`src/hw/rtl/unix_seconds_to_calendar_assert.svh`:
```
// Assertion macros used by the calendar converter back half (usc_back).
`ifndef UNIX_SECONDS_TO_CALENDAR_ASSERT_SVH
`define UNIX_SECONDS_TO_CALENDAR_ASSERT_SVH

// Same-cycle implication, disabled while reset is asserted.
`define USC_ASSERT_IMP(label, clk, rst_n, ante, cons) \
  label: assert property (@(posedge clk) disable iff (!rst_n) (ante) |-> (cons)) \
    else $error("usc assertion failed");

// Next-cycle implication, disabled while reset is asserted.
`define USC_ASSERT_NXT(label, clk, rst_n, ante, cons) \
  label: assert property (@(posedge clk) disable iff (!rst_n) (ante) |=> (cons)) \
    else $error("usc assertion failed");

`endif

```
`src/hw/rtl/usc_pkg.sv`:
```
// Types, constants and tables of the calendar converter.
`timescale 1ns / 1ps

package usc_pkg;

  localparam logic signed [33:0] WindowStart  = 34'sd1546300800;
  localparam logic signed [33:0] WindowEnd    = 34'sd4102444800;
  localparam logic signed [33:0] SecsPerHourS = 34'sd3600;
  localparam logic [31:0]        WindowStartU = 32'd1546300800;
  localparam logic [31:0]        SecsPerDay   = 32'd86400;
  localparam logic [16:0]        SecsPerHour  = 17'd3600;
  localparam logic [15:0]        DaysPerCycle = 16'd1461;
  localparam logic [14:0]        DaysToWindow = 15'd730;
  localparam logic [11:0]        BaseYear     = 12'd2017;

  // Reciprocals for constant division: q = (x * Recip) >> Shift.
  localparam logic [25:0] DayRecip   = 26'd50903317;  // / 675, after >> 7
  localparam int          DayShift   = 35;
  localparam logic [15:0] CycRecip   = 16'd45934;     // / 1461
  localparam int          CycShift   = 26;
  localparam logic [12:0] HourRecip  = 13'd4661;      // / 225, after >> 4
  localparam int          HourShift  = 20;
  localparam logic [10:0] MinRecip   = 11'd1093;      // / 15, after >> 2
  localparam int          MinShift   = 14;
  localparam logic [15:0] WkRecip    = 16'd37450;     // / 7
  localparam int          WkShift    = 18;

  // Register indexes on the configuration port.
  localparam logic RegZone   = 1'b0;
  localparam logic RegFormat = 1'b1;

  typedef struct packed {
    logic signed [4:0] zone_offset_hours;
    logic              hour_format_24;
  } usc_cfg_t;

  // Word handed from the front half to the back half of the pipeline.
  typedef struct packed {
    logic        oor;
    logic [4:0]  cycle;
    logic [4:0]  h24;
    logic [12:0] wq;
    logic [14:0] d;
    logic [16:0] sod;
    logic [14:0] wdx;
  } usc_front_t;

  // First day offset of each month in a common year; index 12 is the year length.
  function automatic logic [8:0] month_start(input logic [3:0] idx);
    logic [8:0] v;
    case (idx)
      4'd0:    v = 9'd0;
      4'd1:    v = 9'd31;
      4'd2:    v = 9'd59;
      4'd3:    v = 9'd90;
      4'd4:    v = 9'd120;
      4'd5:    v = 9'd151;
      4'd6:    v = 9'd181;
      4'd7:    v = 9'd212;
      4'd8:    v = 9'd243;
      4'd9:    v = 9'd273;
      4'd10:   v = 9'd304;
      4'd11:   v = 9'd334;
      default: v = 9'd365;
    endcase
    return v;
  endfunction

endpackage

```
`src/hw/rtl/usc_in_if.sv`:
```
// Input channel: one UTC seconds word per handshake.
`timescale 1ns / 1ps

interface usc_in_if;
  logic        valid;
  logic        ready;
  logic [31:0] unix_seconds;

  modport source (output valid, output unix_seconds, input ready);
  modport sink   (input valid, input unix_seconds, output ready);
endinterface

```
`src/hw/rtl/usc_out_if.sv`:
```
// Output channel: one local calendar word per handshake.
`timescale 1ns / 1ps

interface usc_out_if;
  logic        valid;
  logic        ready;
  logic        out_of_range;
  logic [11:0] year;
  logic [8:0]  day_of_year;
  logic [3:0]  month;
  logic [4:0]  day_of_month;
  logic [2:0]  weekday;
  logic [4:0]  hour_value;
  logic        is_pm;
  logic [5:0]  minute;
  logic [5:0]  second;

  modport source (output valid, output out_of_range, output year, output day_of_year,
                  output month, output day_of_month, output weekday, output hour_value,
                  output is_pm, output minute, output second, input ready);
  modport sink   (input valid, input out_of_range, input year, input day_of_year,
                  input month, input day_of_month, input weekday, input hour_value,
                  input is_pm, input minute, input second, output ready);
endinterface

```
`src/hw/rtl/usc_apb_regs.sv`:
```
// APB configuration registers: zone offset and hour format.
`timescale 1ns / 1ps

module usc_apb_regs (
  input  logic                clk_i,
  input  logic                rst_ni,
  input  logic                psel,
  input  logic                penable,
  input  logic                pwrite,
  input  logic [2:0]          paddr,
  input  logic [31:0]         pwdata,
  output logic [31:0]         prdata,
  output logic                pready,
  output usc_pkg::usc_cfg_t   cfg_o
);

  logic signed [4:0] zone_q;
  logic              fmt_q;
  logic              wr_en;

  // Register select is paddr[2]; the low address bits are not decoded.
  assign wr_en  = psel && penable && pwrite;
  assign pready = 1'b1;

  always_ff @(posedge clk_i or negedge rst_ni) begin
    if (!rst_ni) begin
      zone_q <= 5'sd0;
      fmt_q  <= 1'b1;
    end else if (wr_en) begin
      unique case (paddr[2])
        usc_pkg::RegZone:   zone_q <= pwdata[4:0];
        usc_pkg::RegFormat: fmt_q  <= pwdata[0];
        default:            ;
      endcase
    end
  end

  always_comb begin
    prdata = 32'd0;
    unique case (paddr[2])
      usc_pkg::RegZone:   prdata = {27'd0, zone_q};
      usc_pkg::RegFormat: prdata = {31'd0, fmt_q};
      default:            prdata = 32'd0;
    endcase
    if (paddr[1:0] != 2'b00) begin
      prdata = prdata;
    end
  end

  assign cfg_o.zone_offset_hours = zone_q;
  assign cfg_o.hour_format_24    = fmt_q;

endmodule

```
`src/hw/rtl/usc_front.sv`:
```
// Front half: zone offset, window check, day / second split and quotients.
`timescale 1ns / 1ps

module usc_front (
  input  logic                 clk_i,
  input  logic                 rst_ni,
  input  usc_pkg::usc_cfg_t    cfg_i,
  usc_in_if.sink               in_i,
  output logic                 front_valid_o,
  output usc_pkg::usc_front_t  front_data_o,
  input  logic                 front_ready_i
);

  logic v1_q, v2_q, v3_q, v4_q;
  logic rdy1, rdy2, rdy3, rdy4;

  // Stage 1: local time and window check
  logic signed [33:0] zone_ext;
  logic signed [33:0] local_t;
  logic               oor1_d, oor1_q;
  logic [31:0]        s1_d, s1_q;

  // Stage 2: days = s / 86400
  logic [50:0] day_prod;
  logic        oor2_q;
  logic [14:0] days2_d, days2_q;
  logic [31:0] s2_q;

  // Stage 3: second of day, cycle day, weekday dividend
  logic [31:0] day_secs;
  logic        oor3_q;
  logic [16:0] sod3_d, sod3_q;
  logic [14:0] d3_d, d3_q;
  logic [14:0] wdx3_d, wdx3_q;

  // Stage 4: quotients for cycle, hour and weekday
  logic [30:0] cyc_prod;
  logic [25:0] hour_prod;
  logic [30:0] wk_prod;
  usc_pkg::usc_front_t f4_d, f4_q;

  assign rdy4 = !v4_q || front_ready_i;
  assign rdy3 = !v3_q || rdy4;
  assign rdy2 = !v2_q || rdy3;
  assign rdy1 = !v1_q || rdy2;
  assign in_i.ready = rdy1;

  always_comb begin
    zone_ext = {{29{cfg_i.zone_offset_hours[4]}}, cfg_i.zone_offset_hours};
    local_t  = $signed({2'b00, in_i.unix_seconds}) + zone_ext * usc_pkg::SecsPerHourS;
    oor1_d   = (local_t < usc_pkg::WindowStart) || (local_t >= usc_pkg::WindowEnd);
    s1_d     = local_t[31:0] - usc_pkg::WindowStartU;
  end

  always_comb begin
    day_prod = {26'd0, s1_q[31:7]} * {25'd0, usc_pkg::DayRecip};
    days2_d  = day_prod[usc_pkg::DayShift +: 15];
  end

  always_comb begin
    day_secs = {17'd0, days2_q} * usc_pkg::SecsPerDay;
    sod3_d   = 17'(s2_q - day_secs);
    d3_d     = days2_q + usc_pkg::DaysToWindow;
    wdx3_d   = days2_q + 15'd1;
  end

  always_comb begin
    cyc_prod  = {16'd0, d3_q} * {15'd0, usc_pkg::CycRecip};
    hour_prod = {13'd0, sod3_q[16:4]} * {13'd0, usc_pkg::HourRecip};
    wk_prod   = {16'd0, wdx3_q} * {15'd0, usc_pkg::WkRecip};
    f4_d.oor   = oor3_q;
    f4_d.cycle = cyc_prod[usc_pkg::CycShift +: 5];
    f4_d.h24   = hour_prod[usc_pkg::HourShift +: 5];
    f4_d.wq    = wk_prod[usc_pkg::WkShift +: 13];
    f4_d.d     = d3_q;
    f4_d.sod   = sod3_q;
    f4_d.wdx   = wdx3_q;
  end

  always_ff @(posedge clk_i or negedge rst_ni) begin
    if (!rst_ni) begin
      v1_q <= 1'b0;
      v2_q <= 1'b0;
      v3_q <= 1'b0;
      v4_q <= 1'b0;
    end else begin
      if (rdy1) v1_q <= in_i.valid;
      if (rdy2) v2_q <= v1_q;
      if (rdy3) v3_q <= v2_q;
      if (rdy4) v4_q <= v3_q;
    end
  end

  always_ff @(posedge clk_i) begin
    if (rdy1 && in_i.valid) begin
      oor1_q <= oor1_d;
      s1_q   <= s1_d;
    end
    if (rdy2 && v1_q) begin
      oor2_q  <= oor1_q;
      days2_q <= days2_d;
      s2_q    <= s1_q;
    end
    if (rdy3 && v2_q) begin
      oor3_q <= oor2_q;
      sod3_q <= sod3_d;
      d3_q   <= d3_d;
      wdx3_q <= wdx3_d;
    end
    if (rdy4 && v3_q) begin
      f4_q <= f4_d;
    end
  end

  assign front_valid_o = v4_q;
  assign front_data_o  = f4_q;

endmodule

```
`src/hw/rtl/usc_back.sv`:
```
// Back half: year split, month search, hour / minute / second and output register.
`timescale 1ns / 1ps

`include "unix_seconds_to_calendar_assert.svh"

module usc_back (
  input  logic                 clk_i,
  input  logic                 rst_ni,
  input  usc_pkg::usc_cfg_t    cfg_i,
  input  logic                 front_valid_i,
  input  usc_pkg::usc_front_t  front_data_i,
  output logic                 front_ready_o,
  usc_out_if.source            out_o
);

  logic v5_q, v6_q, v7_q, v8_q;
  logic rdy5, rdy6, rdy7, rdy8;

  // Stage 5: remainders
  logic [15:0] cyc_days;
  logic [15:0] r_full;
  logic [16:0] hour_secs;
  logic [16:0] remh_full;
  logic [15:0] wk_mul;
  logic [15:0] wd_full;
  logic        oor5_q;
  logic [4:0]  cycle5_q, h24_5_q;
  logic [10:0] r5_d, r5_q;
  logic [11:0] remh5_d, remh5_q;
  logic [2:0]  wd5_d, wd5_q;

  // Stage 6: year, day of year, minute
  logic [1:0]  yi;
  logic [10:0] yi_base;
  logic [10:0] doy_full;
  logic [20:0] min_prod;
  logic        oor6_q, leap6_q;
  logic [11:0] year6_d, year6_q;
  logic [8:0]  doy6_d, doy6_q;
  logic [5:0]  min6_d, min6_q;
  logic [11:0] remh6_q;
  logic [4:0]  h24_6_q;
  logic [2:0]  wd6_q;

  // Stage 7: month, second, hour format
  logic [3:0]  cnt;
  logic [3:0]  mon7_d, mon7_q;
  logic [8:0]  adj7_d, adj7_q;
  logic [11:0] min_secs;
  logic [5:0]  sec7_d, sec7_q;
  logic [4:0]  hv7_d, hv7_q;
  logic        pm7_d, pm7_q;
  logic        oor7_q;
  logic [11:0] year7_q;
  logic [8:0]  doy7_q;
  logic [5:0]  min7_q;
  logic [2:0]  wd7_q;

  // Stage 8: day of month and output word
  logic [8:0]  dom_full;
  logic        oor8_q;
  logic [11:0] year8_q;
  logic [8:0]  doy8_q;
  logic [3:0]  mon8_q;
  logic [4:0]  dom8_q;
  logic [2:0]  wd8_q;
  logic [4:0]  hv8_q;
  logic        pm8_q;
  logic [5:0]  min8_q;
  logic [5:0]  sec8_q;

  assign rdy8 = !v8_q || out_o.ready;
  assign rdy7 = !v7_q || rdy8;
  assign rdy6 = !v6_q || rdy7;
  assign rdy5 = !v5_q || rdy6;
  assign front_ready_o = rdy5;

  always_comb begin
    cyc_days  = {11'd0, front_data_i.cycle} * usc_pkg::DaysPerCycle;
    r_full    = {1'b0, front_data_i.d} - cyc_days;
    r5_d      = r_full[10:0];
    hour_secs = {12'd0, front_data_i.h24} * usc_pkg::SecsPerHour;
    remh_full = front_data_i.sod - hour_secs;
    remh5_d   = remh_full[11:0];
    wk_mul    = {3'd0, front_data_i.wq} * 16'd7;
    wd_full   = {1'b0, front_data_i.wdx} - wk_mul;
    wd5_d     = wd_full[2:0];
  end

  always_comb begin
    if (r5_q < 11'd365) begin
      yi = 2'd0;
    end else if (r5_q < 11'd730) begin
      yi = 2'd1;
    end else if (r5_q < 11'd1095) begin
      yi = 2'd2;
    end else begin
      yi = 2'd3;
    end
    case (yi)
      2'd0:    yi_base = 11'd0;
      2'd1:    yi_base = 11'd365;
      2'd2:    yi_base = 11'd730;
      default: yi_base = 11'd1095;
    endcase
    doy_full = r5_q - yi_base + 11'd1;
    doy6_d   = doy_full[8:0];
    year6_d  = usc_pkg::BaseYear + {5'd0, cycle5_q, 2'b00} + {10'd0, yi};
    min_prod = {11'd0, remh5_q[11:2]} * {10'd0, usc_pkg::MinRecip};
    min6_d   = min_prod[usc_pkg::MinShift +: 6];
  end

  // Month and its adjusted ordinal; day of month is taken in the next stage.
  always_comb begin
    cnt    = 4'd0;
    adj7_d = doy6_q;
    mon7_d = 4'd1;
    if (doy6_q <= 9'd31) begin
      mon7_d = 4'd1;
    end else if (doy6_q <= (leap6_q ? 9'd60 : 9'd59)) begin
      mon7_d = 4'd2;
    end else begin
      adj7_d = leap6_q ? doy6_q - 9'd1 : doy6_q;
      for (int j = 3; j < 12; j++) begin
        cnt = cnt + {3'd0, adj7_d > usc_pkg::month_start(4'(j))};
      end
      mon7_d = 4'd3 + cnt;
    end
    min_secs = {6'd0, min6_q} * 12'd60;
    sec7_d   = 6'(remh6_q - min_secs);
    pm7_d    = h24_6_q >= 5'd12;
    if (cfg_i.hour_format_24) begin
      hv7_d = h24_6_q;
    end else if (h24_6_q == 5'd0) begin
      hv7_d = 5'd12;
    end else if (h24_6_q <= 5'd12) begin
      hv7_d = h24_6_q;
    end else begin
      hv7_d = h24_6_q - 5'd12;
    end
  end

  assign dom_full = adj7_q - usc_pkg::month_start(mon7_q - 4'd1);

  always_ff @(posedge clk_i or negedge rst_ni) begin
    if (!rst_ni) begin
      v5_q <= 1'b0;
      v6_q <= 1'b0;
      v7_q <= 1'b0;
      v8_q <= 1'b0;
    end else begin
      if (rdy5) v5_q <= front_valid_i;
      if (rdy6) v6_q <= v5_q;
      if (rdy7) v7_q <= v6_q;
      if (rdy8) v8_q <= v7_q;
    end
  end

  always_ff @(posedge clk_i) begin
    if (rdy5 && front_valid_i) begin
      oor5_q   <= front_data_i.oor;
      cycle5_q <= front_data_i.cycle;
      h24_5_q  <= front_data_i.h24;
      r5_q     <= r5_d;
      remh5_q  <= remh5_d;
      wd5_q    <= wd5_d;
    end
    if (rdy6 && v5_q) begin
      oor6_q  <= oor5_q;
      leap6_q <= (yi == 2'd3);
      year6_q <= year6_d;
      doy6_q  <= doy6_d;
      min6_q  <= min6_d;
      remh6_q <= remh5_q;
      h24_6_q <= h24_5_q;
      wd6_q   <= wd5_q;
    end
    if (rdy7 && v6_q) begin
      oor7_q  <= oor6_q;
      mon7_q  <= mon7_d;
      adj7_q  <= adj7_d;
      sec7_q  <= sec7_d;
      hv7_q   <= hv7_d;
      pm7_q   <= pm7_d;
      year7_q <= year6_q;
      doy7_q  <= doy6_q;
      min7_q  <= min6_q;
      wd7_q   <= wd6_q;
    end
    // Out-of-window words carry zeros in every field but the flag.
    if (rdy8 && v7_q) begin
      oor8_q  <= oor7_q;
      year8_q <= oor7_q ? 12'd0 : year7_q;
      doy8_q  <= oor7_q ? 9'd0  : doy7_q;
      mon8_q  <= oor7_q ? 4'd0  : mon7_q;
      dom8_q  <= oor7_q ? 5'd0  : dom_full[4:0];
      wd8_q   <= oor7_q ? 3'd0  : wd7_q;
      hv8_q   <= oor7_q ? 5'd0  : hv7_q;
      pm8_q   <= oor7_q ? 1'b0  : pm7_q;
      min8_q  <= oor7_q ? 6'd0  : min7_q;
      sec8_q  <= oor7_q ? 6'd0  : sec7_q;
    end
  end

  assign out_o.valid        = v8_q;
  assign out_o.out_of_range = oor8_q;
  assign out_o.year         = year8_q;
  assign out_o.day_of_year  = doy8_q;
  assign out_o.month        = mon8_q;
  assign out_o.day_of_month = dom8_q;
  assign out_o.weekday      = wd8_q;
  assign out_o.hour_value   = hv8_q;
  assign out_o.is_pm        = pm8_q;
  assign out_o.minute       = min8_q;
  assign out_o.second       = sec8_q;

  `USC_ASSERT_NXT(a_stall_holds, clk_i, rst_ni, v7_q && !rdy7, v7_q)
  `USC_ASSERT_IMP(a_date_legal, clk_i, rst_ni, v8_q && !oor8_q, (mon8_q >= 4'd1) && (mon8_q <= 4'd12) && (dom8_q >= 5'd1) && (year8_q >= 12'd2019) && (year8_q <= 12'd2099))
  `USC_ASSERT_IMP(a_oor_zero, clk_i, rst_ni, v8_q && oor8_q, (year8_q == 12'd0) && (mon8_q == 4'd0) && (dom8_q == 5'd0) && (doy8_q == 9'd0))
  `USC_ASSERT_IMP(a_time_legal, clk_i, rst_ni, v8_q, (min8_q <= 6'd59) && (sec8_q <= 6'd59) && (hv8_q <= 5'd23) && (wd8_q <= 3'd6))

endmodule

```
`src/hw/rtl/unix_seconds_to_calendar.sv`:
```
// Throughput: one word per cycle while the output is ready; eight stages, each a
// constant-reciprocal multiply or a remainder / compare step, with a valid bit per stage.
// A stalled output stalls only the stages behind occupied ones; empty stages still fill.
// Reset (async, active low) empties the pipeline and sets zone offset 0, 24-hour form.
`timescale 1ns / 1ps

module unix_seconds_to_calendar (
  input  logic        clk_i,
  input  logic        rst_ni,
  usc_in_if.sink      in_i,
  usc_out_if.source   out_o,
  input  logic        psel,
  input  logic        penable,
  input  logic        pwrite,
  input  logic [2:0]  paddr,
  input  logic [31:0] pwdata,
  output logic [31:0] prdata,
  output logic        pready
);

  usc_pkg::usc_cfg_t   cfg;
  logic                front_valid;
  logic                front_ready;
  usc_pkg::usc_front_t front_data;

  usc_apb_regs u_regs (
    .clk_i   (clk_i),
    .rst_ni  (rst_ni),
    .psel    (psel),
    .penable (penable),
    .pwrite  (pwrite),
    .paddr   (paddr),
    .pwdata  (pwdata),
    .prdata  (prdata),
    .pready  (pready),
    .cfg_o   (cfg)
  );

  usc_front u_front (
    .clk_i         (clk_i),
    .rst_ni        (rst_ni),
    .cfg_i         (cfg),
    .in_i          (in_i),
    .front_valid_o (front_valid),
    .front_data_o  (front_data),
    .front_ready_i (front_ready)
  );

  usc_back u_back (
    .clk_i         (clk_i),
    .rst_ni        (rst_ni),
    .cfg_i         (cfg),
    .front_valid_i (front_valid),
    .front_data_i  (front_data),
    .front_ready_o (front_ready),
    .out_o         (out_o)
  );

endmodule

```
`src/flat_wrapper.sv`:
```
// flat-port wrapper written by rule: the top's interface ports become plain ports
module unix_seconds_to_calendar_flat 
  (clk_i, rst_ni, psel, penable, pwrite, paddr, pwdata, prdata, pready, in_i_valid, in_i_unix_seconds, in_i_ready, out_o_valid, out_o_out_of_range, out_o_year, out_o_day_of_year, out_o_month, out_o_day_of_month, out_o_weekday, out_o_hour_value, out_o_is_pm, out_o_minute, out_o_second, out_o_ready);
  usc_in_if in_i_i ();
  usc_out_if out_o_i ();
  input  logic clk_i;
  input  logic rst_ni;
  input  logic psel;
  input  logic penable;
  input  logic pwrite;
  input  logic [2:0] paddr;
  input  logic [31:0] pwdata;
  output logic [31:0] prdata;
  output logic pready;
  input wire logic [$bits(in_i_i.valid)-1:0] in_i_valid;
  input wire logic [$bits(in_i_i.unix_seconds)-1:0] in_i_unix_seconds;
  output wire logic [$bits(in_i_i.ready)-1:0] in_i_ready;
  output wire logic [$bits(out_o_i.valid)-1:0] out_o_valid;
  output wire logic [$bits(out_o_i.out_of_range)-1:0] out_o_out_of_range;
  output wire logic [$bits(out_o_i.year)-1:0] out_o_year;
  output wire logic [$bits(out_o_i.day_of_year)-1:0] out_o_day_of_year;
  output wire logic [$bits(out_o_i.month)-1:0] out_o_month;
  output wire logic [$bits(out_o_i.day_of_month)-1:0] out_o_day_of_month;
  output wire logic [$bits(out_o_i.weekday)-1:0] out_o_weekday;
  output wire logic [$bits(out_o_i.hour_value)-1:0] out_o_hour_value;
  output wire logic [$bits(out_o_i.is_pm)-1:0] out_o_is_pm;
  output wire logic [$bits(out_o_i.minute)-1:0] out_o_minute;
  output wire logic [$bits(out_o_i.second)-1:0] out_o_second;
  input wire logic [$bits(out_o_i.ready)-1:0] out_o_ready;
  assign in_i_i.valid = in_i_valid;
  assign in_i_i.unix_seconds = in_i_unix_seconds;
  assign in_i_ready = in_i_i.ready;
  assign out_o_valid = out_o_i.valid;
  assign out_o_out_of_range = out_o_i.out_of_range;
  assign out_o_year = out_o_i.year;
  assign out_o_day_of_year = out_o_i.day_of_year;
  assign out_o_month = out_o_i.month;
  assign out_o_day_of_month = out_o_i.day_of_month;
  assign out_o_weekday = out_o_i.weekday;
  assign out_o_hour_value = out_o_i.hour_value;
  assign out_o_is_pm = out_o_i.is_pm;
  assign out_o_minute = out_o_i.minute;
  assign out_o_second = out_o_i.second;
  assign out_o_i.ready = out_o_ready;
  unix_seconds_to_calendar u_core (.clk_i(clk_i), .rst_ni(rst_ni), .in_i(in_i_i), .out_o(out_o_i), .psel(psel), .penable(penable), .pwrite(pwrite), .paddr(paddr), .pwdata(pwdata), .prdata(prdata), .pready(pready));
endmodule
```
`config.mk`:
```
export PLATFORM = sky130hd
export DESIGN_NAME = unix_seconds_to_calendar_flat
export DESIGN_NICKNAME = d
export VERILOG_FILES = /design/src/hw/rtl/usc_pkg.sv /design/src/hw/rtl/usc_in_if.sv /design/src/hw/rtl/usc_out_if.sv /design/src/hw/rtl/usc_apb_regs.sv /design/src/hw/rtl/usc_front.sv /design/src/hw/rtl/usc_back.sv /design/src/hw/rtl/unix_seconds_to_calendar.sv /design/src/flat_wrapper.sv
export VERILOG_INCLUDE_DIRS = /design/src /design/src/hw/rtl
export SDC_FILE = /design/constraint.sdc
export NUM_CORES = 2
export LEC_CHECK = 0
export BUFFER_PORTS_ARGS = -buffer_cell sky130_fd_sc_hd__buf_4
export CAP_MARGIN = 30
export CORE_MARGIN = 1
export CORE_UTILIZATION = 35
export CTS_BUF_LIST = sky130_fd_sc_hd__clkbuf_4 sky130_fd_sc_hd__clkbuf_8
export CTS_CLUSTER_DIAMETER = 100
export DETAILED_ROUTE_END_ITERATION = 10
export SETUP_SLACK_MARGIN = 0.3
export SLEW_MARGIN = 5
export SYNTH_ARGS = -nofsm -noshare
export SYNTH_HDL_FRONTEND = slang
export SYNTH_SLANG_ARGS = --single-unit
```
`constraint.sdc`:
```
create_clock -name clk_i -period 12.91 [get_ports clk_i]
set_input_delay 1.291 -clock clk_i [delete_from_list [all_inputs] [get_ports clk_i]]
set_output_delay 1.291 -clock clk_i [all_outputs]
set_load 0.02 [all_outputs]
```
; ---- Yosys cells after proc, flatten, opt, wreduce, memory -nomap -nowiden
; Memories as Yosys holds them, arrays and structs flattened.
; Index checks and enable logic that the tools add are counted.
[op_classes]
add_sub_neg = 26
n_mul = 11
magnitude_cmp = 18
n_eq_ne = 3
muxes = 31
bitwise_logic = 1
reduce_logical = 32
[op_table]
columns = cell, n
row1 = $mux W9, 19
row2 = $gt A9 B9 Y1, 9
row3 = $pmux W32 S2, 1
row4 = $mul A15 B15 Y30 const B, 2
row5 = $mul A25 B26 Y50 const B, 1
row6 = $add A33 B18 Y34, 1
row7 = $ge A34 B33 Y1 const B, 1
row8 = $lt A34 B32 Y1 const B, 1
row9 = $sub A32 B31 Y32 const B, 1
row10 = $pmux W9 S3, 1
row11 = $mul A13 B13 Y25 const B, 1
row12 = $mux W5, 5
row13 = $add A4 B1 Y4, 5
row14 = $mul A10 B11 Y20 const B, 1
row15 = $sub A17 B17 Y17, 1
row16 = $add A15 B1 Y15 const B, 1
row17 = $add A15 B10 Y15 const B, 1
row18 = $mul A15 B10 Y10 const B, 1
row19 = $mul A5 B9 Y14 const B, 1
row20 = $mul A13 B3 Y3 const B, 1
row21 = $add A11 B7 Y12 const A, 1
row22 = $add A12 B2 Y12, 1
row23 = $sub A12 B12 Y12, 1
row24 = $lt A11 B10 Y1 const B, 1
row25 = 35 further kinds, 63
[totals]
regBits = 362
rom_bits = 144
in_bits = 74
output_inout_bits = 87
wordCells = 184
n_memories = 1
[mem_list]
columns = name, words, width, read_ports, rd_clocked_by_memory_dff, wr, line
row1 = (no name shown), 16, 9, 1, 0, 0, usc_pkg.sv:51  ; case (idx)

; ---- Depth between registers and ports, before layout
[depth]
ltp_word = 15
mapped_depth = 26
mapped_depth_nobuf = 25

; ---- Modules after synthesis
; A second synthesis with hierarchy kept.
[hier_totals]
cells_unflattened = 3436
hier_area_um2 = 39345.2
[by_module_without_submodules]
columns = module, instances, cells_each, area_per_inst_um2, seq_area_each_um2
row1 = usc_front, 1, 2537, 28005.6, 5655.4
row2 = usc_back, 1, 849, 10819.1, 5625.4
row3 = usc_apb_regs, 1, 50, 520.5, 151.4

; ---- Worst setup path before layout
; Ideal clock, no wire load.
[synth_path]
path_type = register to register
start = register u_core.u_regs.zone_q[4]
end = register u_core.u_front.oor1_q (data pin)
setup_time_ns = 0.263
t_arrival_ns = 6.762
t_required_ns = 12.647
path_slack_ns = 5.885
path_stages_with_launch = 22
path_buffers = 1
synth_period_minus_slack_ns = 7.025
cell_sequence = dfrtp_1 fa_1 inv_1 fa_1 fa_1 fa_1 inv_1 a21oi_1 o21bai_1 nand2_1 o21ai_0 ha_1 buf_2 a21oi_1 o21ai_1 or3_1 o2111ai_1 a2111oi_0 a311oi_1 a311oi_1 o2111a_1 a2111o_1
[synth_between]
elab_chain_len = 4
elab_cells_between_ends = 5
cone_classes = add/sub (1) / mul (1) / order compare (2) / reduce/logical (1)
[synth_lines]
columns = item, line
row1 = "start, declared", usc_apb_regs.sv:17  ; logic signed [4:0] zone_q;
row2 = "start signal, assigned", usc_apb_regs.sv:31  ; usc_pkg::RegZone: zone_q <= pwdata[4:0];
row3 = $mul A5 B9 Y14 *, usc_front.sv:50  ; local_t = $signed({2'b00, in_i.unix_seconds}) + zone_ext * usc_pkg::SecsPerHourS;
row4 = $add A33 B18 Y34 *, usc_front.sv:50
row5 = $lt A34 B32 Y1 or $ge A34 B33 Y1 (tied branches), usc_front.sv:51  ; oor1_d = (local_t < usc_pkg::WindowStart) || (local_t >= usc_pkg::WindowEnd);
row6 = $logic_or A1 B1 Y1 *, usc_front.sv:51
row7 = named net u_core.u_front.oor1_d, usc_front.sv:20  ; logic oor1_d, oor1_q;
row8 = "end signal, assigned", usc_front.sv:96  ; oor1_q <= oor1_d;
row9 = "end, declared", usc_front.sv:20
; Mark *: on every way through the listed nets, which the timed path passes. The rest lies on a longest branch.
; A chain may end at the register's enable or synchronous reset.

; ---- Worst setup path in the final report
[layout_path]
start = register u_core.u_front.s1_q[12]
end = register u_core.u_front.days2_q[14] (data pin)
[layout_between]
elab_chain_len = 1
[layout_lines]
columns = item, line
row1 = "start, declared", usc_front.sv:21  ; logic [31:0] s1_d, s1_q;
row2 = "start signal, assigned", usc_front.sv:97  ; s1_q <= s1_d;
row3 = $mul A25 B26 Y50, usc_front.sv:56  ; day_prod = {26'd0, s1_q[31:7]} * {25'd0, usc_pkg::DayRecip};
row4 = named net u_core.u_front.day_prod[49], usc_front.sv:24  ; logic [50:0] day_prod;
row5 = "end signal, assigned", usc_front.sv:101  ; days2_q <= days2_d;
row6 = "end, declared", usc_front.sv:26  ; logic [14:0] days2_d, days2_q;
; The timed path passes the listed nets, and every way through them passes these cells.

==> summary.md <==
| Metric | Value |
|---|---|
| Result of the run | `complete, no violations` |
| Clk_lat worst skew | `0.68 ns` |
| Synth area leader | `edfxtp_1` |
| CP most frequent cell | `inv_1` |
| #FFs+latches synth | `352` |
| Layout cells sized above 1 | `0.0727` |
| Residual DRC | `0` |
| Core ar. | `105000 um^2` |
| Die area | `108000 um^2` |
| Dpl hpwl | `60400 um` |
| Drt first pass iters | `5` |
| Fin util | `0.388` |
| CP bufs+invs | `6` |
| Most numerous cell in the Yosys netlist | `ha_1` |
| H-tree Lvls | `2` |
| Slew @ Worst Pin | `0.872 ns` |
| Final setup vio count | `0` |
| Hold crit path type | `reg2reg` |
| Via Count | `22400` |
| Post-Synth Simple-Gate Area | `0.0585` |
| Post-CTS setup buffer count | `0` |
| Vias in the first global route | `23700` |
| Initial DRC count | `713` |
| Critical-path top delay cell | `edfxtp_1` |
| Main combinational cell family by area after synthesis | `adder cells` |
| Setup crit start kind | `flop` |
| CTS tree | `yes` |
| Worst Skew | `0.0446 ns` |
| Slew Viols, Final | `0` |
| Max Cap Violations | `0` |
| CP max FO | `12` |
| Most frequent cells after synthesis | `ha_1 (762), inv_1 (729), fa_1 (377)` |
| Max incr delay on CP | `0.90 ns` |
| Top cell family by delay on the critical path | `adder cells` |
| Global Route Usage Sum | `0.140` |
| Die Y | `328 um` |
| Resized cells post-CTS | `0` |
| WL/cell | `14.9 um` |
| CP Cell Sequence | `inv_1, ha_1, inv_1, fa_1, ha_1, inv_1, fa_1, inv_1, fa_1, inv_1, fa_1, inv_1, fa_1, ha_1, a21o_1, a21o_1, a211oi_1, o221ai_1, a21oi_1, o21ai_0, a22oi_1, a21oi_1, and4_1, nor3_1` |
| Place WS | `5.16 ns` |
| Synthesized area per cell | `11.4 um^2` |
| F_max | `132 MHz` |
| FP Rows | `119` |
| I/O Buffers | `103` |
| Placed cells | `4751` |
| Hold_sp | `u_core.u_front.front_data_o[70]` |
| Clock buffer depth | `3` |
| Post-CTS Hold Buffers | `0` |
| Syn-to-layout area delta | `9.80%` |
| Post-synthesis mux area share | `0.00269` |
| WL final | `72400 um` |
| Async S/R FF share, synth | `0.0398` |
| Top_reg_cell synth | `edfxtp_1` |
| Area contributors post-synth | `edfxtp_1 (27%), ha_1 (26%), fa_1 (20%)` |
| Clk pin slew, worst setup/hold paths | `0.06 ns` |
| Critical path class | `reg2reg` |
| Post-layout net count | `4633` |
| R2R Path Start | `u_core.u_front.s1_q[12]` |
| Final hold violations | `0` |
| Gpl congestion | `0.870` |
| Post-Synth XOR/XNOR Area | `0.0475` |
| CP startpoint | `u_core.u_front.s1_q[12]` |
| # IOs | `161` |
| WP data required | `13.32 ns` |
| Die Span X | `328 um` |
| Synth top area share | `0.273` |
| Unrepaired setup endpoints after global routing | `no` |
| Minimum clock period | `7.60 ns` |
| Synthesized instance count | `3270` |
| Total grt overflow | `0` |
| WP data arrival | `8.01 ns` |
| CTS Sinks | `352` |
| Number of enable flip-flop cells after synthesis | `338` |
| Relative slew margins | `0.415` |
| Initial antenna violation count | `4` |
| Initial Util | `0.353` |
| Clk root buf | `clkbuf_8` |
| Netlist Area Pre-Place | `37200 um^2` |
| DRT antenna net count | `0` |
| YS warnings | `0` |
| Area fraction in compound gates after synthesis | `0.0683` |
| Global-route wire length before repair | `121000 um` |
| Yosys cell types | `79` |
| Synth Area in Adders | `0.459` |
| Crit share post-route | `0.589` |
| CTS Buf Count | `57` |
| CP Capture Type | `flop` |
| Setup ws final | `5.31 ns` |
| Vias per std cell | `4.61` |
| Setup TNS Final | `0 ns` |
| Share of the yosys chip area belonging to registers | `0.282` |
| Fin cells | `4856` |
| Largest net degree at the start of global routing | `53` |
==> per-stage QoR <==
stage,hold WS [ns],cell area [um^2]
floorplan,0.400,37300
global placement,0.401,39600
detailed placement,0.405,39700
CTS,0.396,40800
global route,0.393,40900
finish,0.399,40900
==> path summary, 6_finish.rpt <==
path,endpoint,slack [ns],cells past startpoint
min,u_core.u_back.oor5_q,0.40,0
min in group asynchronous,u_core.u_front.v1_q,0.49,1
max reg2reg,u_core.u_front.days2_q[14],5.31,24
min reg2reg,u_core.u_back.oor5_q,0.40,0
max in group asynchronous,u_core.u_regs.fmt_q,12.14,1
max,u_core.u_front.days2_q[14],5.31,24
==> cell usage in the layout, fill, tap and decap left out, drive strengths merged, types with 11 or more instances in the layout <==
cell and count:
a21o 58, a21oi 113, and2 13, and3 12, buf 113, clkbuf 82, clkinv 16, conb 28
dfrtp 13, edfxtp 338, fa 377, ha 762, inv 731, nand2 79, nand2b 21, nand3 26
nand4 16, nor2 89, nor2b 60, nor3 34, nor4 15, o211ai 11, o21a 14, o21ai 66
o21bai 26, or3 13, xnor2 142, xor2 60
==> cells by family (layout without fill, tap and decap cells) <==
| family | after synthesis | in the layout |
|---|---|---|
| DFF | 352 | 352 |
| AOI/OAI and AO/OA | 378 | 378 |
| muxes | 9 | 9 |
| and+or+nand+nor | 411 | 411 |
| buffers and inverters | 777 | 945 |
| xor gates and xnor gates | 202 | 202 |
| adders and majority gates | 1139 | 1139 |
| other | 2 | 29 |
==> state kept, by name, indices dropped and copies added (netlist names), 15 cells and up <==
signal and flops:
u_core.u_front.d3_q 15, u_core.u_front.s1_q 32, u_core.u_front.sod3_q 17, u_core.u_front.days2_q 15, u_core.u_front.s2_q 17, u_core.u_front.wdx3_q 15, u_core.u_front.front_data_o 40
==> cell type report <==
class,count,area [um^2]
fill,10200,64400
multi-input combinational,2167,23800
sequential,352,10500
inverter,729,2740
tap,1391,1740
clock buffer,82,997
timing repair buffer,113,901
clock inverter,21,171
antenna,1,2.50
==> metal layers <==
metal  track usage  share of wire  vias to the layer above
met2         0.243           0.48                      293
met3        0.0167          0.029                       79
met4        0.0280          0.017                        2
met1         0.187           0.47                    10800
li1              -              -                    11200
met5             0        0.00023                        -
Power is left out: the tool's default activity adds up to more than one toggle a clock period on the data nets, which glitch-free logic cannot reach.
